$ cat src/rtl/elp_pkg.sv
package elp_pkg;

   localparam int COUNT_BITS_DEFAULT  = 16;
   localparam int QUEUE_DEPTH_DEFAULT = 4;

   localparam logic [7:0] CH_NUL    = 8'h00;
   localparam logic [7:0] CH_HASH   = 8'h23;
   localparam logic [7:0] CH_EQUALS = 8'h3D;
   localparam logic [7:0] CH_BSLASH = 8'h5C;
   localparam logic [7:0] CH_X      = 8'h78;

   typedef enum logic [3:0] {
      PH_START     = 4'd0,
      PH_CMATCH    = 4'd1,
      PH_LEADWS    = 4'd2,
      PH_NAME      = 4'd3,
      PH_AFTERNAME = 4'd4,
      PH_VALUE     = 4'd5,
      PH_ESC       = 4'd6,
      PH_OCT       = 4'd7,
      PH_HEX       = 4'd8,
      PH_T_SKIP    = 4'd9,
      PH_T_CLEAR   = 4'd10,
      PH_T_INVALID = 4'd11,
      PH_T_SYNTAX  = 4'd12,
      PH_T_UNSET   = 4'd13,
      PH_T_SET     = 4'd14
   } phase_type;

   typedef enum logic [2:0] {
      TOK_NAME    = 3'd0,
      TOK_VALUE   = 3'd1,
      TOK_SET     = 3'd2,
      TOK_UNSET   = 3'd3,
      TOK_INVALID = 3'd4,
      TOK_SYNTAX  = 3'd5,
      TOK_CLEAR   = 3'd6,
      TOK_SKIP    = 3'd7
   } token_type;

   // one or two results caused by one input transfer
   typedef struct packed {
      logic        two;
      token_type   tok0;
      logic [7:0]  byte0;
      token_type   tok1;
      logic [7:0]  byte1;
      logic [15:0] line_num;
      logic [15:0] err_num;
   } bundle_type;

   function automatic logic is_ws(input logic [7:0] c);
      return (c == 8'h20) || (c >= 8'h09 && c <= 8'h0D);
   endfunction

   function automatic logic is_alpha_us(input logic [7:0] c);
      return (c == 8'h5F) || (c >= 8'h41 && c <= 8'h5A) || (c >= 8'h61 && c <= 8'h7A);
   endfunction

   function automatic logic is_digit(input logic [7:0] c);
      return (c >= 8'h30 && c <= 8'h39);
   endfunction

   function automatic logic is_octal(input logic [7:0] c);
      return (c >= 8'h30 && c <= 8'h37);
   endfunction

   // bit 4 flags a valid hex digit
   function automatic logic [4:0] hex_val(input logic [7:0] c);
      logic [4:0] r;
      r = 5'd0;
      if (c >= 8'h30 && c <= 8'h39) r = {1'b1, c[3:0]};
      else if ((c >= 8'h41 && c <= 8'h46) || (c >= 8'h61 && c <= 8'h66))
         r = {1'b1, 4'(c[3:0] + 4'd9)};
      return r;
   endfunction

   function automatic logic [7:0] meta_char(input logic [2:0] idx);
      logic [7:0] r;
      unique case (idx)
         3'd0: r = CH_HASH;
         3'd1: r = 8'h3A;
         3'd2: r = 8'h63;
         3'd3: r = 8'h6C;
         3'd4: r = 8'h65;
         3'd5: r = 8'h61;
         3'd6: r = 8'h72;
         3'd7: r = 8'h3A;
         default: r = 8'h3A;
      endcase
      return r;
   endfunction

   function automatic logic [7:0] named_escape(input logic [7:0] c);
      logic [7:0] r;
      unique case (c)
         8'h61:   r = 8'h07;
         8'h62:   r = 8'h08;
         8'h74:   r = 8'h09;
         8'h6E:   r = 8'h0A;
         8'h76:   r = 8'h0B;
         8'h66:   r = 8'h0C;
         8'h72:   r = 8'h0D;
         8'h65:   r = 8'h1B;
         default: r = c;
      endcase
      return r;
   endfunction

endpackage

$ cat src/rtl/elp_front.sv
module elp_front
   import elp_pkg::*;
#(
   parameter int COUNT_BITS = COUNT_BITS_DEFAULT
) (
   input  logic       clock,
   input  logic       reset,
   input  logic       in_valid,
   output logic       in_ready,
   input  logic       in_end,
   input  logic [7:0] in_ch,
   output logic       push,
   input  logic       push_ready,
   output bundle_type push_data
);

   localparam logic [COUNT_BITS-1:0] CountMax = '1;

   phase_type             phase_ff, phase_in;
   logic [3:0]            meta_ff, meta_in;
   logic [7:0]            acc_ff, acc_in;
   logic [1:0]            dcnt_ff, dcnt_in;
   logic [COUNT_BITS-1:0] line_ff, line_in;
   logic [COUNT_BITS-1:0] err_ff, err_in;

   logic       accept;
   logic       n0, n1, vb_go;
   token_type  t0, t1;
   logic [7:0] b0, b1;
   logic [4:0] hx;
   logic [7:0] oct_acc, hex_acc;

   assign in_ready = push_ready;
   assign accept   = in_valid && push_ready;

   always_ff @(posedge clock) begin
      if (reset) begin
         phase_ff <= PH_START;
         meta_ff  <= '0;
         acc_ff   <= '0;
         dcnt_ff  <= '0;
         line_ff  <= '0;
         err_ff   <= '0;
      end else begin
         phase_ff <= phase_in;
         meta_ff  <= meta_in;
         acc_ff   <= acc_in;
         dcnt_ff  <= dcnt_in;
         line_ff  <= line_in;
         err_ff   <= err_in;
      end
   end

   always_comb begin
      phase_in = phase_ff;
      meta_in  = meta_ff;
      acc_in   = acc_ff;
      dcnt_in  = dcnt_ff;
      line_in  = line_ff;
      err_in   = err_ff;
      n0       = 1'b0;
      n1       = 1'b0;
      vb_go    = 1'b0;
      t0       = TOK_SKIP;
      t1       = TOK_SKIP;
      b0       = 8'd0;
      b1       = 8'd0;
      hx       = hex_val(in_ch);
      oct_acc  = {acc_ff[4:0], in_ch[2:0]};
      hex_acc  = {acc_ff[3:0], hx[3:0]};
      if (accept) begin
         if (phase_ff == PH_START && line_ff != CountMax) line_in = line_ff + 1'b1;
         if (in_end) begin
            n0       = 1'b1;
            phase_in = PH_START;
            meta_in  = '0;
            acc_in   = '0;
            dcnt_in  = '0;
            unique case (phase_ff)
               PH_CMATCH:   t0 = (meta_ff >= 4'd8) ? TOK_CLEAR : TOK_SKIP;
               PH_NAME, PH_AFTERNAME, PH_T_UNSET: t0 = TOK_UNSET;
               PH_OCT: begin
                  if (acc_ff != 8'd0) begin
                     n1 = 1'b1;
                     t0 = TOK_VALUE;
                     b0 = acc_ff;
                     t1 = TOK_SET;
                  end else begin
                     t0 = TOK_SET;
                  end
               end
               PH_VALUE, PH_ESC, PH_HEX, PH_T_SET: t0 = TOK_SET;
               PH_T_CLEAR:  t0 = TOK_CLEAR;
               PH_T_INVALID: begin
                  t0 = TOK_INVALID;
                  if (err_ff != CountMax) err_in = err_ff + 1'b1;
               end
               PH_T_SYNTAX: t0 = TOK_SYNTAX;
               PH_START, PH_LEADWS, PH_T_SKIP: t0 = TOK_SKIP;
               default:     t0 = TOK_SKIP;
            endcase
         end else begin
            unique case (phase_ff)
               PH_START: begin
                  if (in_ch == CH_HASH) begin
                     phase_in = PH_CMATCH;
                     meta_in  = 4'd1;
                  end else if (is_ws(in_ch)) begin
                     phase_in = PH_LEADWS;
                  end else if (in_ch == CH_NUL) begin
                     phase_in = PH_T_SKIP;
                  end else if (is_alpha_us(in_ch)) begin
                     n0 = 1'b1;
                     t0 = TOK_NAME;
                     b0 = in_ch;
                     phase_in = PH_NAME;
                  end else begin
                     phase_in = PH_T_INVALID;
                  end
               end
               PH_CMATCH: begin
                  if (meta_ff >= 4'd8) begin
                     phase_in = (in_ch == CH_NUL || is_ws(in_ch)) ? PH_T_CLEAR : PH_T_SKIP;
                  end else if (in_ch == CH_NUL) begin
                     phase_in = PH_T_SKIP;
                  end else if (in_ch == meta_char(meta_ff[2:0])) begin
                     meta_in = 4'(meta_ff + 4'd1);
                  end else begin
                     phase_in = PH_T_SKIP;
                  end
               end
               PH_LEADWS: begin
                  if (is_ws(in_ch)) begin
                     phase_in = PH_LEADWS;
                  end else if (in_ch == CH_NUL) begin
                     phase_in = PH_T_SKIP;
                  end else if (is_alpha_us(in_ch)) begin
                     n0 = 1'b1;
                     t0 = TOK_NAME;
                     b0 = in_ch;
                     phase_in = PH_NAME;
                  end else begin
                     phase_in = PH_T_INVALID;
                  end
               end
               PH_NAME, PH_AFTERNAME: begin
                  if (phase_ff == PH_NAME && (is_alpha_us(in_ch) || is_digit(in_ch))) begin
                     n0 = 1'b1;
                     t0 = TOK_NAME;
                     b0 = in_ch;
                  end else if (is_ws(in_ch)) begin
                     phase_in = PH_AFTERNAME;
                  end else if (in_ch == CH_EQUALS) begin
                     phase_in = PH_VALUE;
                  end else if (in_ch == CH_NUL) begin
                     phase_in = PH_T_UNSET;
                  end else begin
                     phase_in = PH_T_SYNTAX;
                  end
               end
               PH_VALUE: vb_go = 1'b1;
               PH_ESC: begin
                  if (is_octal(in_ch)) begin
                     acc_in   = {5'd0, in_ch[2:0]};
                     dcnt_in  = 2'd1;
                     phase_in = PH_OCT;
                  end else if (in_ch == CH_X) begin
                     acc_in   = '0;
                     dcnt_in  = '0;
                     phase_in = PH_HEX;
                  end else if (in_ch == CH_NUL) begin
                     phase_in = PH_T_SET;
                  end else begin
                     n0 = 1'b1;
                     t0 = TOK_VALUE;
                     b0 = named_escape(in_ch);
                     phase_in = PH_VALUE;
                  end
               end
               PH_OCT: begin
                  if (is_octal(in_ch)) begin
                     if (dcnt_ff >= 2'd2) begin
                        if (oct_acc != 8'd0) begin
                           n0 = 1'b1;
                           t0 = TOK_VALUE;
                           b0 = oct_acc;
                        end
                        acc_in   = '0;
                        dcnt_in  = '0;
                        phase_in = PH_VALUE;
                     end else begin
                        acc_in  = oct_acc;
                        dcnt_in = 2'(dcnt_ff + 2'd1);
                     end
                  end else begin
                     if (acc_ff != 8'd0) begin
                        n0 = 1'b1;
                        t0 = TOK_VALUE;
                        b0 = acc_ff;
                     end
                     acc_in   = '0;
                     dcnt_in  = '0;
                     phase_in = PH_VALUE;
                     vb_go    = 1'b1;
                  end
               end
               PH_HEX: begin
                  if (hx[4]) begin
                     if (dcnt_ff >= 2'd1) begin
                        if (hex_acc != 8'd0) begin
                           n0 = 1'b1;
                           t0 = TOK_VALUE;
                           b0 = hex_acc;
                        end
                        acc_in   = '0;
                        dcnt_in  = '0;
                        phase_in = PH_VALUE;
                     end else begin
                        acc_in  = hex_acc;
                        dcnt_in = 2'd1;
                     end
                  end else begin
                     acc_in   = '0;
                     dcnt_in  = '0;
                     phase_in = PH_VALUE;
                     vb_go    = 1'b1;
                  end
               end
               PH_T_SKIP, PH_T_CLEAR, PH_T_INVALID, PH_T_SYNTAX, PH_T_UNSET, PH_T_SET:
                  phase_in = phase_ff;
               default: phase_in = phase_ff;
            endcase
            // plain value byte, possibly behind a flushed octal escape or a dropped hex escape
            if (vb_go) begin
               if (in_ch == CH_NUL) begin
                  phase_in = PH_T_SET;
               end else if (in_ch == CH_BSLASH) begin
                  phase_in = PH_ESC;
               end else if (n0) begin
                  n1 = 1'b1;
                  t1 = TOK_VALUE;
                  b1 = in_ch;
               end else begin
                  n0 = 1'b1;
                  t0 = TOK_VALUE;
                  b0 = in_ch;
               end
            end
         end
      end
   end

   assign push               = accept && n0;
   assign push_data.two      = n1;
   assign push_data.tok0     = t0;
   assign push_data.byte0    = b0;
   assign push_data.tok1     = t1;
   assign push_data.byte1    = b1;
   assign push_data.line_num = 16'(line_in);
   assign push_data.err_num  = 16'(err_in);

endmodule

$ cat src/rtl/elp_queue.sv
module elp_queue
   import elp_pkg::*;
#(
   parameter int QUEUE_DEPTH = QUEUE_DEPTH_DEFAULT
) (
   input  logic       clock,
   input  logic       reset,
   input  logic       push,
   output logic       push_ready,
   input  bundle_type push_data,
   output logic       head_valid,
   input  logic       pop,
   output bundle_type head_data
);

   localparam int PtrW = $clog2(QUEUE_DEPTH);
   localparam int CntW = $clog2(QUEUE_DEPTH + 1);
   localparam logic [PtrW-1:0] LastPtr = PtrW'(QUEUE_DEPTH - 1);
   localparam logic [CntW-1:0] Full    = CntW'(QUEUE_DEPTH);

   bundle_type        slot_ff [QUEUE_DEPTH];
   logic [PtrW-1:0]   wr_ff, wr_in, rd_ff, rd_in;
   logic [CntW-1:0]   cnt_ff, cnt_in;
   logic              do_push, do_pop;

   assign push_ready = (cnt_ff != Full);
   assign head_valid = (cnt_ff != '0);
   assign head_data  = slot_ff[rd_ff];
   assign do_push    = push && push_ready;
   assign do_pop     = pop && head_valid;

   always_comb begin
      wr_in  = wr_ff;
      rd_in  = rd_ff;
      cnt_in = cnt_ff;
      if (do_push) wr_in = (wr_ff == LastPtr) ? '0 : PtrW'(wr_ff + 1'b1);
      if (do_pop)  rd_in = (rd_ff == LastPtr) ? '0 : PtrW'(rd_ff + 1'b1);
      if (do_push && !do_pop) cnt_in = CntW'(cnt_ff + 1'b1);
      else if (do_pop && !do_push) cnt_in = CntW'(cnt_ff - 1'b1);
   end

   always_ff @(posedge clock) begin
      if (reset) begin
         wr_ff  <= '0;
         rd_ff  <= '0;
         cnt_ff <= '0;
      end else begin
         wr_ff  <= wr_in;
         rd_ff  <= rd_in;
         cnt_ff <= cnt_in;
      end
   end

   always_ff @(posedge clock) begin
      if (do_push) slot_ff[wr_ff] <= push_data;
   end

endmodule

$ cat src/rtl/elp_back.sv
module elp_back
   import elp_pkg::*;
(
   input  logic        clock,
   input  logic        reset,
   input  logic        head_valid,
   input  bundle_type  head_data,
   output logic        pop,
   output logic        out_valid,
   input  logic        out_ready,
   output token_type   out_token,
   output logic [7:0]  out_byte,
   output logic        out_last,
   output logic [15:0] out_line,
   output logic [15:0] out_err
);

   logic sub_ff, sub_in;
   logic take;

   assign out_valid = head_valid;
   assign take      = head_valid && out_ready;
   assign out_token = sub_ff ? head_data.tok1 : head_data.tok0;
   assign out_byte  = sub_ff ? head_data.byte1 : head_data.byte0;
   assign out_last  = !head_data.two || sub_ff;
   assign out_line  = head_data.line_num;
   assign out_err   = head_data.err_num;

   always_comb begin
      sub_in = sub_ff;
      pop    = 1'b0;
      if (take) begin
         if (head_data.two && !sub_ff) begin
            sub_in = 1'b1;
         end else begin
            sub_in = 1'b0;
            pop    = 1'b1;
         end
      end
   end

   always_ff @(posedge clock) begin
      if (reset) sub_ff <= 1'b0;
      else       sub_ff <= sub_in;
   end

endmodule

$ cat src/rtl/env_line_parser_with_escapes.sv
// channel   dir  tdata                                     tuser      tlast
// req_      in   [7:0] ch                                  [0] kind   -
// rsp_      out  [7:0] byte_value [23:8] line_number       [2:0] token last
//                [39:24] error_count
//
// One input transfer per cycle. The classifier updates its line state in
// the cycle of the transfer and queues up to two results; the output side
// drains one result per cycle unless rsp_tready is low; an item with two results
// leaves in order, tlast on the second. req_tready drops only when the result queue is full.
// Synchronous reset returns to the start of a line with both counters cleared.
module env_line_parser_with_escapes
   import elp_pkg::*;
#(
   parameter int COUNT_BITS  = COUNT_BITS_DEFAULT,
   parameter int QUEUE_DEPTH = QUEUE_DEPTH_DEFAULT
) (
   input  logic        clock,
   input  logic        reset,
   input  logic        req_tvalid,
   output logic        req_tready,
   input  logic [7:0]  req_tdata,   // [7:0] ch
   input  logic        req_tuser,   // [0] kind
   output logic        rsp_tvalid,
   input  logic        rsp_tready,
   output logic [39:0] rsp_tdata,   // [7:0] byte_value, [23:8] line_number, [39:24] error_count
   output logic [2:0]  rsp_tuser,   // [2:0] token
   output logic        rsp_tlast
);

   logic       push, push_ready, head_valid, pop;
   bundle_type push_data, head_data;
   token_type  out_token;
   logic [7:0]  out_byte;
   logic [15:0] out_line, out_err;

   elp_front #(.COUNT_BITS(COUNT_BITS)) u_front (
      .clock      (clock),
      .reset      (reset),
      .in_valid   (req_tvalid),
      .in_ready   (req_tready),
      .in_end     (req_tuser),
      .in_ch      (req_tdata),
      .push       (push),
      .push_ready (push_ready),
      .push_data  (push_data)
   );

   elp_queue #(.QUEUE_DEPTH(QUEUE_DEPTH)) u_queue (
      .clock      (clock),
      .reset      (reset),
      .push       (push),
      .push_ready (push_ready),
      .push_data  (push_data),
      .head_valid (head_valid),
      .pop        (pop),
      .head_data  (head_data)
   );

   elp_back u_back (
      .clock      (clock),
      .reset      (reset),
      .head_valid (head_valid),
      .head_data  (head_data),
      .pop        (pop),
      .out_valid  (rsp_tvalid),
      .out_ready  (rsp_tready),
      .out_token  (out_token),
      .out_byte   (out_byte),
      .out_last   (rsp_tlast),
      .out_line   (out_line),
      .out_err    (out_err)
   );

   assign rsp_tuser = out_token;
   assign rsp_tdata = {out_err, out_line, out_byte};

endmodule

$ cat config.mk
export PLATFORM = sky130hd
export DESIGN_NAME = env_line_parser_with_escapes
export DESIGN_NICKNAME = d
export VERILOG_FILES = /design/src/rtl/elp_pkg.sv /design/src/rtl/elp_front.sv /design/src/rtl/elp_queue.sv /design/src/rtl/elp_back.sv /design/src/rtl/env_line_parser_with_escapes.sv
export SDC_FILE = /design/constraint.sdc
export NUM_CORES = 1
export LEC_CHECK = 0
export BUFFER_PORTS_ARGS = -buffer_cell sky130_fd_sc_hd__buf_4
export CAP_MARGIN = 20
export CORE_ASPECT_RATIO = 0.75
export CORE_UTILIZATION = 58
export DETAILED_ROUTE_END_ITERATION = 7
export PLACE_DENSITY = 0.87
export SYNTH_ARGS = -nofsm -noshare
export SYNTH_HDL_FRONTEND = slang
export SYNTH_HIERARCHICAL = 1
export SYNTH_SLANG_ARGS = --single-unit
$ cat constraint.sdc
create_clock -name clock -period 13.17 [get_ports clock]
set_input_delay 1.317 -clock clock [delete_from_list [all_inputs] [get_ports clock]]
set_output_delay 1.317 -clock clock [all_outputs]
set_load 0.02 [all_outputs]
==> metrics.md, run 1 <==
| Metric | Value |
|---|---|
| Status | `finished clean` |
| Simple-gate share of the synthesized area | `12.5%` |
| Hold slack | `0.501 ns` |
| Slew HR | `27.1%` |
| Post-synth ARST share | `0%` |
| Number of antenna violations at the first check in global routing | `0` |
| Post-CTS resize count | `0` |
| TritonCTS buffer count | `27` |
| Hold Path Class | `reg -> reg` |
| Residual DRC | `0` |
| Post-CTS setup buffer count | `0` |
| Die footprint | `between 20000 and 25000 um2` |
| Vias in the first global route | `about 8000` |
| CTS sink cnt | `286` |
| Post-synth EDFFs | `220` |
| Multi-input gate area | `4760 um2` |
| Maximum level of the CTS H-tree | `1` |
| Fin Clk Skew | `0.0243 ns` |
| Post-Synth Adder-Cell Area | `1.47%` |
| CP arrival | `6.09 ns` |
| Area grow syn2layout | `9.36%` |
| CP Max Fanout | `14` |
| CP max stage delay | `0.65 ns` |
| Final worst slack | `7.53 ns` |
| Cell Rows | `47` |
| Gate power share | `22.4%` |
| Post-Synth XOR/XNOR Area | `~2.5%` |
| Cell Area, Synth | `around 13000 um2` |
| Ranking of synthesized cells by area | `edfxtp_1 (50%), dfxtp_1 (10%), mux4_2 (9.3%)` |
| Top FF cell, synth | `edfxtp_1` |
| Seq cells post-synth | `around 290` |
| ANT nets after route | `0` |
| GPL Wtd Cong | `about 0.96` |
| P_int | `1.73 mW` |
| Die width | `~180 um` |
| Power per Cell Area | `167 nW/um2` |
| Synth Area in Compound Gates | `about 8.3%` |
| Detailed Place HPWL | `between 15000 and 20000 um` |
| Max Fclk | `roughly 180 MHz` |
| WP buf/inv | `3` |
| Die outline height | `133 um` |
| Min cycle time layout | `5.64 ns` |
| Commonest cells after routing, fill and taps aside | `edfxtp_1 (220), buf_4 (65), dfxtp_1 (64), nand2_1 (64), nor2_1 (57)` |
| Area occupied by registers | `just under 8000 um2` |
| Net Switching | `689 uW` |
| Drt wl/cell | `22.3 um` |
| Multiplexer area fraction after synthesis | `11.0%` |
| Seq pwr share | `46.0%` |
| TNS Setup | `0 ns` |
| Clk_lat worst skew | `0.54 ns` |
| Clock power frac | `between 30% and 40%` |
| Core area | `22200 um2` |
| GRT overflow | `0` |
| Number of diodes | `0` |
| Sequential fraction of the synthesis area | `59.7%` |
| Max-slew violation count | `0` |
| Final net count | `1026` |
| Mapped Cells | `993` |
| Critical-path cell list | `buf_4, inv_1, ha_1, o21ba_2, o21a_1, o21ai_0, nor2_2, o21ai_0, a41oi_1, and2_4, ha_1, inv_1, fa_1, xor2_1, or3_2, a21oi_1` |
| Pin count of the biggest net entering global routing | `60` |
| CTS tree | `built` |
| WL final | `just under 30000 um` |
| Synthesized area per cell | `13.4 um2` |
| Vias | `8482` |
| Fillers | `about 1500` |
| Period utilization | `42.8%` |
| Clk root buf | `clkbuf_16` |
| Final Setup Violations | `0` |
| Final core occ | `65.3%` |
| RSZ-0062 raised after global routing | `no` |
| Crit Path Category | `in -> reg` |
| Netlist cell types | `87` |
| Pleak | `4.89 nW` |
| Final-report hold violation count | `0` |
| Worst path required time | `13.62 ns` |
| Largest family of logic cells by synthesized area | `simple AND/OR/NAND/NOR gates` |
| Cell taking the most area after synthesis | `edfxtp_1` |
| Post-Place Worst Slack | `7.24 ns` |
| Router iterations before antenna repair | `6` |
| Starting density of the core | `59.7%` |
| Switching share of power | `28.4%` |
| Synth warnings | `6` |
| Max-Cap Viols | `0` |
| I/O Buffers | `58` |
| Most common cell after layout, fill and taps aside | `edfxtp_1` |
| Clock transition at the registers of the reported paths | `approximately 0.06 ns` |
| First-pass GRT wire length | `45600 um` |
| Share of the synthesized area in the top cell type | `49.8%` |
| Vias per Instance | `6.46` |
| Syn_nets | `around 1000` |
| Hold_buf cts | `0` |
| DR iter-0 viols | `1062` |
| CTS Buffer Depth | `3` |
| Critical path's top delay family | `compound AO/OA/AOI/OAI gates` |
| Least-Margin Pin Slew | `1.08 ns` |
| Peak VDD IR | `~0.10 mV` |
| Total GRT Usage | `25.1%` |
| CP Launch Type | `input pin` |
| CP Capture Type | `flop` |
| Share of cells above drive strength 1 | `20.3%` |
| Critical-path top delay cell | `a41oi_1` |
| IO Pins | `59` |
-- logic make-up after synthesis --
group / Yosys count
and+or+nand+nor: 312
DFF: 286
AOI/OAI and AO/OA: 156
buffers and inverters: 110
muxes: 76
xor gates and xnor gates: 38
adders and majority gates: 15
-- cell usage after synthesis, drive strengths merged, types with 6 or more instances --
cell type,n
a211oi,9
a21oi,33
a221oi,9
a22o,6
a22oi,7
a31oi,6
and2,17
and3,11
buf,54
clkbuf,35
dfxtp,66
edfxtp,220
ha,14
inv,19
mux2,14
mux2i,7
mux4,55
nand2,64
nand2b,11
nand3,30
nand4,16
nor2,58
nor2b,40
nor3,24
nor4,6
o21ai,36
o31ai,8
or3,6
xnor2,20
xor2,18
-- worst reg2reg max path, stage by stage (launching register included) --
cell and delay, ns:
dfxtp_1 0.73, and4b_1 0.69, nand2_1 0.15, a311oi_1 0.53, or4_4 0.26, clkinv_1 0.09, a41oi_1 0.58, and2_4 0.30
ha_1 0.20, inv_1 0.07, fa_1 0.45, xor2_1 0.19, or3_2 0.42, a21oi_1 0.16
-- path summary, 6_finish.rpt --
path	startpoint	to	slack, ns	cells after the start
hold reg to reg	u_queue/rd_ff[0]	flop	0.50	2
setup reg to reg	u_front/phase_ff[0]	u_queue/cnt_ff[2]	8.26	13
hold / removal	u_queue/rd_ff[0]	flop	0.50	2
setup / recovery	req_tdata[0]	u_queue/cnt_ff[2]	7.53	16
-- final cells by class --
type	instances	area share, %
Inverter	21	0.543
Timing Repair Buffer	65	3.36
Tap cell	294	2.53
Clock inverter	13	0.905
Multi-Input combinational cell	597	32.8
Clock buffer	37	5.19
Sequential cell	286	54.6
-- metrics by stage --
step / std cells / total power [mW] / area, um2
final: 1313 / 2.42 / 14500
after global routing: 1313 / 2.51 / 14500
after CTS: 1313 / 2.43 / 14500
after detailed placement: 1263 / 1.67 / 13600
after global placement: 1263 / 1.65 / 13600
after floorplan: 993 / 1.54 / 13300
-- power by group through the flow --
stage	Sequential, mW	Clock, mW	Combinational, mW
final	1.12	0.765	0.542
after global routing	1.12	0.806	0.579
after CTS	1.12	0.774	0.541
after detailed placement	1.13	0	0.535
after global placement	1.13	0	0.527
after floorplan	1.10	0	0.435
-- flip-flops by register name, summed over array words and instances, names as in the netlist, named ones only --
register          flops
u_front/line_ff      16
u_front/phase_ff      4
u_front/acc_ff        8
u_queue/rd_ff         2
u_front/err_ff       16
u_queue/wr_ff         2
u_queue/slot_ff     220
u_back/sub_ff         1
u_front/meta_ff       4
u_front/dcnt_ff       2
u_queue/cnt_ff        3
-- metal layers --
layer | vias to the layer above | global-route usage, % | wire (um)
met2 | 459 | 38.1 | 13600
met5 | - | 0 | 0
met1 | 4204 | 38.0 | 12600
li1 | 3759 | - | -
met3 | 60 | 4.25 | 2530
met4 | 0 | 6.13 | 603
No activity file was read; power rests on OpenSTA's default activity.
==> inputs of run 2 (changes only) <==
==> constraint.sdc (replaced) <==
create_clock -name clock -period 5.8 [get_ports clock]
set_input_delay 0.58 -clock clock [delete_from_list [all_inputs] [get_ports clock]]
set_output_delay 0.58 -clock clock [all_outputs]
set_load 0.02 [all_outputs]
==> run 2 against run 1 <==
- die area stayed put
- clock skew is 0.0055 ns lower
- sequential power rose by 120%
- count of clock-buffer cells in the layout is 4 higher
- combinational power increased by 130%
==> metrics.md, run 2 (synthesized netlist as in run 1, its figures left out) <==
| Metric | Value |
|---|---|
| Critical-path cell list | `buf_4, inv_1, ha_1, o21ba_2, o21a_1, o21ai_0, nor2_2, o21ai_0, a41oi_1, buf_4, and2_4, ha_1, inv_1, fa_1, xor2_1, or3_2, a21oi_1` |
| CTS Buffer Depth | `3 (unchanged)` |
| Busiest metal layer after global routing | `met1` |
| Slew HR | `27.5% (+0.37 points)` |
| Vias per Instance | `6.39 (-1.1%)` |
| Crit Path Category | `in -> reg` |
| Gate power share | `23.5% (+1.1 points)` |
| Hold Path Class | `in -> reg` |
| CP Max Fanout | `14 (unchanged)` |
| Peak VDD IR | `0.271 mV (+170%)` |
| Post-CTS setup buffer count | `0 (unchanged)` |
| Fin Clk Skew | `0.0189 ns (-0.00545 ns)` |
| TritonCTS buffer count | `27 (unchanged)` |
| Clock transition at the registers of the reported paths | `0.06 ns (about the same)` |
| CP arrival | `5.06 ns (-1.03 ns)` |
| Maximum level of the CTS H-tree | `1 (unchanged)` |
| Die outline height | `133 um (unchanged)` |
| Biggest regs | `u_queue/slot_ff: 220 flops, u_front/err_ff: 16 flops, u_front/line_ff: 16 flops` |
| Max-Cap Viols | `0 (unchanged)` |
| TNS Setup | `0 ns (unchanged)` |
| P_int | `3.87 mW (+120%)` |
| Hold slack | `0.347 ns (-0.154 ns)` |
| DR iter-0 viols | `991 (-6.7%)` |
| Worst Hold Path EP | `u_back/sub_ff` |
| Power per Cell Area | `373 nW/um2 (+120%)` |
| GRT overflow | `0 (unchanged)` |
| Vias | `8412 (-0.83%)` |
| Area grow syn2layout | `9.53%` |
| CTS tree | `built` |
| CP Capture Type | `flop` |
| Core area | `22200 um2 (unchanged)` |
| Seq pwr share | `46.4% (+0.4 points)` |
| Max reg flops | `220 (unchanged)` |
| Met1 Resource Use GR | `37.5% (-0.52 points)` |
| Placed cell count | `1266 (+0.24%)` |
| Status | `finished clean` |
| Top reg by flops | `u_queue/slot_ff` |
| Least-Margin Pin Slew | `1.08 ns (-0.00555 ns)` |
| ANT nets after route | `0 (unchanged)` |
| I/O Buffers | `58 (unchanged)` |
| Grt met3 use | `3.68% (-0.57 points)` |
| Number of diodes | `0 (unchanged)` |
| Worst r2r path cells | `14 (+1)` |
| Total GRT Usage | `24.4% (-0.75 points)` |
| Clock power frac | `30.1% (-1.5 points)` |
| Drt wl/cell | `21.6 um (-3.4%)` |
| Hold_buf cts | `0 (unchanged)` |
| Pleak | `4.87 nW (-0.36%)` |
| Final non-filler cell total | `1316 (+0.23%)` |
| Met2 usage | `37.0% (-1.1 points)` |
| Period utilization | `79.5%` |
| GPL Wtd Cong | `0.972 (+0.96%)` |
| Die width | `177 um (unchanged)` |
| CTS sink cnt | `286 (unchanged)` |
| Max Fclk | `217 MHz` |
| Critical-path top delay cell | `fa_1` |
| Post-CTS resize count | `0 (unchanged)` |
| Die footprint | `23500 um2 (unchanged)` |
| Min cycle time layout | `around 4.6 ns` |
| R2r setup slk | `1.25 ns (-7.01 ns)` |
| Commonest cells after routing, fill and taps aside | `edfxtp_1 (220), buf_4 (65), dfxtp_1 (64), nand2_1 (64), nor2_1 (57)` |
| Cell Rows | `47 (unchanged)` |
| CP Launch Type | `input pin` |
| Share of cells above drive strength 1 | `20.2% (-0.16 points)` |
| Most common cell after layout, fill and taps aside | `edfxtp_1` |
| Pin count of the biggest net entering global routing | `60 (unchanged)` |
| Worst path required time | `6.25 ns (-7.37 ns)` |
| Net Switching | `1.55 mW (+120%)` |
| CP max stage delay | `0.42 ns (-0.23 ns)` |
| WHS Path Cells | `3 (+1)` |
| Final core occ | `65.4% (+0.10 points)` |
| Clk root buf | `clkbuf_16` |
| Final Setup Violations | `0 (unchanged)` |
| Router iterations before antenna repair | `7 (+1)` |
| FF-to-FF End | `u_queue/cnt_ff[2]` |
| Final net count | `1030 (+0.39%)` |
| Switching share of power | `28.5% (+0.13 points)` |
| Number of antenna violations at the first check in global routing | `0 (unchanged)` |
| Final-report hold violation count | `0 (unchanged)` |
| WP buf/inv | `4 (+1)` |
| Critical path's top delay family | `compound AO/OA/AOI/OAI gates` |
| Detailed Place HPWL | `18000 um (-0.26%)` |
| Max-slew violation count | `0 (unchanged)` |
| FF-to-FF Start | `u_front/phase_ff[3]` |
| Clk_lat worst skew | `0.53 ns (about the same)` |
| First-pass GRT wire length | `44300 um (-2.8%)` |
| Starting density of the core | `59.7% (unchanged)` |
| Min-delay src | `rsp_tready` |
| WL final | `28400 um (-3.1%)` |
| RSZ-0062 raised after global routing | `no` |
| Vias in the first global route | `8034 (-1.7%)` |
| IO Pins | `59 (unchanged)` |
| Residual DRC | `0 (unchanged)` |
[run 2: cell types whose count changed in the layout (fill, tap and decap cells not counted), moves of 2 or more]
cell	before	now
clkbuf_1	6	10
buf_12	0	3
bufinv_16	2	0
clkinv_2	4	2
[run 2: metal layers]
layer / routed length (um) / share of wire [%]
met5: 0 / 0
met4: 488 / 1.7
met3: 2290 / 8.1
met2: 13000 / 46
met1: 12600 / 44
[run 2: how the worst max path moves through the flow]
stage | start | to | depth (start not counted)
after floorplan | req_tdata[0] | u_queue/cnt_ff[2] | 16
after global placement | req_tdata[0] | u_queue/cnt_ff[2] | 17
after detailed placement | req_tdata[0] | u_queue/cnt_ff[2] | 17
after CTS | req_tdata[0] | u_queue/cnt_ff[2] | 17
after global routing | u_front/phase_ff[1] | u_queue/cnt_ff[2] | 14
final | req_tdata[0] | u_queue/cnt_ff[2] | 17
[run 2: cell type report]
class / count / area, um2
fill: 1552 / 7690
clock inverter: 8 / 51.3
clock buffer: 41 / 768
sequential: 286 / 7930
multi-input combinational: 597 / 4760
timing repair buffer: 69 / 576
inverter: 21 / 78.8
tap: 294 / 368
[run 2: stage by stage]
stage / setup slack (ns) / total power, mW / cell area, um2
finish: 1.19 / 5.42 / 14500
global route: 1.03 / 5.62 / 14500
CTS: 1.40 / 5.42 / 14500
detailed placement: 0.842 / 3.80 / 13700
global placement: 1.01 / 3.77 / 13700
floorplan: 1.45 / 3.49 / 13300
[run 2: worst register-to-register path: cells and delay by family (launching register included)]
kind | cells | cell delay (ns)
AND/OR/NAND/NOR | 5 | 1.80
buffers and inverters | 2 | 0.28
flip-flops | 1 | 0.59
XOR/XNOR | 1 | 0.18
AO/OA/AOI/OAI | 4 | 1.02
adder cells (fa/ha/maj) | 2 | 0.60
[run 2: power groups by stage]
stage | Clock (mW) | Combinational (mW) | Sequential, mW
after floorplan | 0 | 0.987 | 2.50
after global placement | 0 | 1.24 | 2.53
after detailed placement | 0 | 1.25 | 2.55
after CTS | 1.65 | 1.26 | 2.51
after global routing | 1.73 | 1.36 | 2.53
final | 1.63 | 1.27 | 2.51
==> inputs of run 3 (changes only) <==
--- a/config.mk
+++ b/config.mk
@@ -5,6 +5,7 @@
 export SDC_FILE = /design/constraint.sdc
 export NUM_CORES = 1
 export LEC_CHECK = 0
+export ABC_AREA = 1
 export BUFFER_PORTS_ARGS = -buffer_cell sky130_fd_sc_hd__buf_4
 export CAP_MARGIN = 20
 export CORE_ASPECT_RATIO = 0.75
==> constraint.sdc (replaced) <==
create_clock -name clock -period 4.34 [get_ports clock]
set_input_delay 0.434 -clock clock [delete_from_list [all_inputs] [get_ports clock]]
set_output_delay 0.434 -clock clock [all_outputs]
set_load 0.02 [all_outputs]
==> run 3 against run 2 <==
- cell count is 39% higher
- non-clock buffer count is 4 higher
- sequential power is 37% higher
- design area is 4.4% higher
- utilization is 0.12 points lower
- via count is 28% higher
- clock skew is 0.0072 ns higher
- total power is 55% higher
- global-route usage is 3.4 points higher
- critical path type is now reg -> reg
- largest power group unchanged
==> metrics.md, run 3 <==
| Metric | Value |
|---|---|
| CTS tree | `built` |
| Status | `finished clean` |
| Sequential fraction of the synthesis area | `57.1% (-2.6 points)` |
| Maximum level of the CTS H-tree | `1 (unchanged)` |
| I/O Buffers | `58 (unchanged)` |
| Netlist cell types | `53 (-39%)` |
| CP Capture Type | `flop` |
| Power per Cell Area | `553 nW/um2 (+48%)` |
| CP max stage delay | `0.49 ns (+0.07 ns)` |
| P_int | `5.50 mW (+42%)` |
| Biggest regs | `u_queue/slot_ff: 220 flops, u_front/err_ff: 16 flops, u_front/line_ff: 16 flops` |
| FF-to-FF Start | `u_front/phase_ff[2]` |
| DR iter-0 viols | `1237 (+25%)` |
| Most frequent cells after synthesis | `nand2_1 (243), edfxtp_1 (220), nor2_1 (218)` |
| Worst Setup SP | `u_front/phase_ff[2]` |
| TritonCTS buffer count | `27 (unchanged)` |
| Syn_nets | `1519 (+49%)` |
| CP most frequent cell | `nand2_1` |
| Residual DRC | `0 (unchanged)` |
| Min cycle time layout | `roughly 3.6 ns` |
| CP arrival | `4.10 ns (-0.96 ns)` |
| Max Fclk | `roughly 270 MHz` |
| Commonest cells after routing, fill and taps aside | `nand2_1 (243), edfxtp_1 (220), nor2_1 (214)` |
| Switching share of power | `34.5% (+6.0 points)` |
| Number of diodes | `0 (unchanged)` |
| Core area | `23200 um2 (+4.6%)` |
| Total GRT Usage | `27.8% (+3.4 points)` |
| Critical-path cell list | `inv_1, nor2_1, nand2_1, nand2_1, nor2_1, nand3b_1, nand3_1, nor2_1, nand2_1, nor2_2, nand3_2, a31oi_1, nand2_1, inv_1, ha_1, inv_1, fa_1, inv_1, nand2_1, nand3_1, nand2_1, inv_1, nor2_1` |
| First-pass GRT wire length | `53100 um (+20%)` |
| Drt wl/cell | `18.7 um (-13%)` |
| Slew HR | `27.2% (-0.26 points)` |
| Clock power frac | `27.9% (-2.2 points)` |
| TNS Setup | `0 ns (unchanged)` |
| Number of antenna violations at the first check in global routing | `0 (unchanged)` |
| Vias in the first global route | `9968 (+24%)` |
| WL final | `34100 um (+20%)` |
| CTS sink cnt | `286 (unchanged)` |
| Pleak | `5.91 nW (+21%)` |
| Die footprint | `24600 um2 (+4.6%)` |
| Multiplexer area fraction after synthesis | `0% (-11 points)` |
| Simple-gate share of the synthesized area | `19.4% (+6.9 points)` |
| Post-synth ARST share | `0% (unchanged)` |
| Post-CTS resize count | `0 (unchanged)` |
| Final Instance Area | `15200 um2 (+4.4%)` |
| Period utilization | `84.1%` |
| FF-to-FF End | `u_queue/cnt_ff[2]` |
| Ranking of synthesized cells by area | `edfxtp_1 (48%), dfxtp_1 (9.5%), nand2_1 (6.6%)` |
| Most frequent cell after synthesis | `nand2_1` |
| Net Switching | `2.89 mW (+87%)` |
| Vias | `10700 (+28%)` |
| Max-slew violation count | `0 (unchanged)` |
| Hold_buf cts | `0 (unchanged)` |
| Cell Area, Synth | `13900 um2 (+4.6%)` |
| Post-Synth Adder-Cell Area | `1.41% (-0.065 points)` |
| Seq cells post-synth | `286 (unchanged)` |
| Die width | `181 um (+2.3%)` |
| Fillers | `1745 (+12%)` |
| Cell taking the most area after synthesis | `edfxtp_1` |
| RSZ-0062 raised after global routing | `no` |
| Gate power share | `30.9% (+7.4 points)` |
| Placed cell count | `1774 (+40%)` |
| Pin count of the biggest net entering global routing | `99 (+65%)` |
| Critical-path top delay cell | `a31oi_1` |
| Max reg flops | `220 (unchanged)` |
| Top FF cell, synth | `edfxtp_1` |
| Clk root buf | `clkbuf_16` |
| Detailed Place HPWL | `22300 um (+24%)` |
| Share of cells above drive strength 1 | `12.9% (-7.2 points)` |
| Die outline height | `136 um (+2.2%)` |
| Final Setup Violations | `0 (unchanged)` |
| Post-synth EDFFs | `220 (unchanged)` |
| GRT overflow | `0 (unchanged)` |
| Starting density of the core | `59.7% (about the same)` |
| Cell Area, Placed | `14300 um2 (+4.3%)` |
| Worst r2r path cells | `23 (+9)` |
| Cell Rows | `48 (+2.1%)` |
| Synth Area in Compound Gates | `11.7% (+3.4 points)` |
| Router iterations before antenna repair | `5 (-2)` |
| Area grow syn2layout | `9.27%` |
| Share of the synthesized area in the top cell type | `47.6% (-2.2 points)` |
| Clk_lat worst skew | `0.55 ns (+0.02 ns)` |
| Fin Clk Skew | `0.0261 ns (+0.00719 ns)` |
| Clock transition at the registers of the reported paths | `0.06 ns (about the same)` |
| Hold Path Class | `in -> reg` |
| Seq pwr share | `41.1% (-5.3 points)` |
| Final-report hold violation count | `0 (unchanged)` |
| Synth warnings | `6 (unchanged)` |
| Final net count | `1531 (+49%)` |
| Critical path destination | `u_queue/cnt_ff[2]` |
| Most common cell after layout, fill and taps aside | `nand2_1` |
| IO Pins | `59 (unchanged)` |
| Crit Path Category | `reg -> reg` |
| Mapped Cells | `1491 (+50%)` |
| Final core occ | `65.3% (-0.12 points)` |
| Largest family of logic cells by synthesized area | `simple AND/OR/NAND/NOR gates` |
| Max-Cap Viols | `0 (unchanged)` |
| Top reg by flops | `u_queue/slot_ff` |
| Synthesized area per cell | `9.31 um2 (-30%)` |
| R2r setup slk | `0.69 ns (-0.56 ns)` |
| Post-CTS setup buffer count | `0 (unchanged)` |
| ANT nets after route | `0 (unchanged)` |
| GPL Wtd Cong | `0.971 (-0.10%)` |
| Power, Total | `8.39 mW (+55%)` |
| Peak VDD IR | `0.433 mV (+60%)` |
| CP Max Fanout | `11 (-3)` |
| Worst path required time | `4.79 ns (-1.46 ns)` |
| Post-Synth XOR/XNOR Area | `1.45% (-1.1 points)` |
| CTS Buffer Depth | `3 (unchanged)` |
| Vias per Instance | `5.89 (-7.8%)` |
| CP Launch Type | `flop` |
| Final non-filler cell total | `1824 (+39%)` |
| Least-Margin Pin Slew | `1.09 ns (+0.0122 ns)` |
run 3: changes by cell type after synthesis, moves of 17 or more:
cell     delta
nor2_1    +161
o21ai_1    +51
nand2_1   +179
inv_1     +122
nand3_1    +32
o21ai_0    +67
mux4_2     -55
xnor2_1    -17
inv_2      +21
nor2b_1    -40
nor2_2     +22
o22ai_1    +66
run 3: cell families after synthesis:
kind of cell | Yosys count
and+or+nand+nor | 618
xor gates and xnor gates | 23
adders and majority gates | 15
AOI/OAI and AO/OA | 292
DFF | 286
buffers and inverters | 257
run 3: metrics by stage:
step	hold WS, ns	setup WS (ns)
2_1_floorplan	0.455	-0.0577
3_3_place_gp	0.472	0.476
3_5_place_dp	0.478	0.364
4_1_cts	0.246	0.811
5_1_grt	0.268	0.469
6_report	0.240	0.692
run 3: power by group through the flow:
stage / Clock [mW] / Combinational, mW / Sequential (mW)
after floorplan: 0 / 1.95 / 3.45
after global placement: 0 / 2.49 / 3.49
after detailed placement: 0 / 2.54 / 3.50
after CTS: 2.37 / 2.57 / 3.45
after global routing: 2.47 / 2.80 / 3.47
final: 2.34 / 2.60 / 3.45
run 3: layer usage:
metal / GRT usage, % / wire, um / up-vias
met5: 0 / 0 / -
met4: 7.50 / 835 / 0
met3: 5.84 / 3470 / 76
met2: 42.5 / 14800 / 581
met1: 40.2 / 15000 / 5048
li1: - / - / 5044
run 3: how the worst min path moves through the flow:
| stage | to | from | cells after the start |
|---|---|---|---|
| CTS | u_back/sub_ff | rsp_tready | 5 |
| finish | u_back/sub_ff | rsp_tready | 4 |
| global route | u_back/sub_ff | rsp_tready | 4 |
| global placement | u_front/dcnt_ff[0] | u_front/dcnt_ff[0] | 2 |
| detailed placement | u_front/acc_ff[7] | u_front/acc_ff[7] | 2 |
| floorplan | u_front/dcnt_ff[0] | u_front/dcnt_ff[0] | 2 |
run 3: final cells by class:
cell class              instances  area (um2)  area share (%)
repair buffers                 73         598            3.94
well taps                     300         375            2.47
multi-input cells             948        4740            31.2
inverters                     167         639            4.21
flip-flops and latches        286        7930            52.3
clock buffers                  36         751            4.95
clock inverters                14         141           0.932
run 3: critical path: cells and delay by family, from the launching register on:
| kind | cells | cell delay (ns) |
|---|---|---|
| flip-flops | 1 | 0.39 |
| AO/OA/AOI/OAI | 1 | 0.49 |
| adder cells (fa/ha/maj) | 2 | 0.60 |
| AND/OR/NAND/NOR | 15 | 1.72 |
| buffers and inverters | 5 | 0.35 |
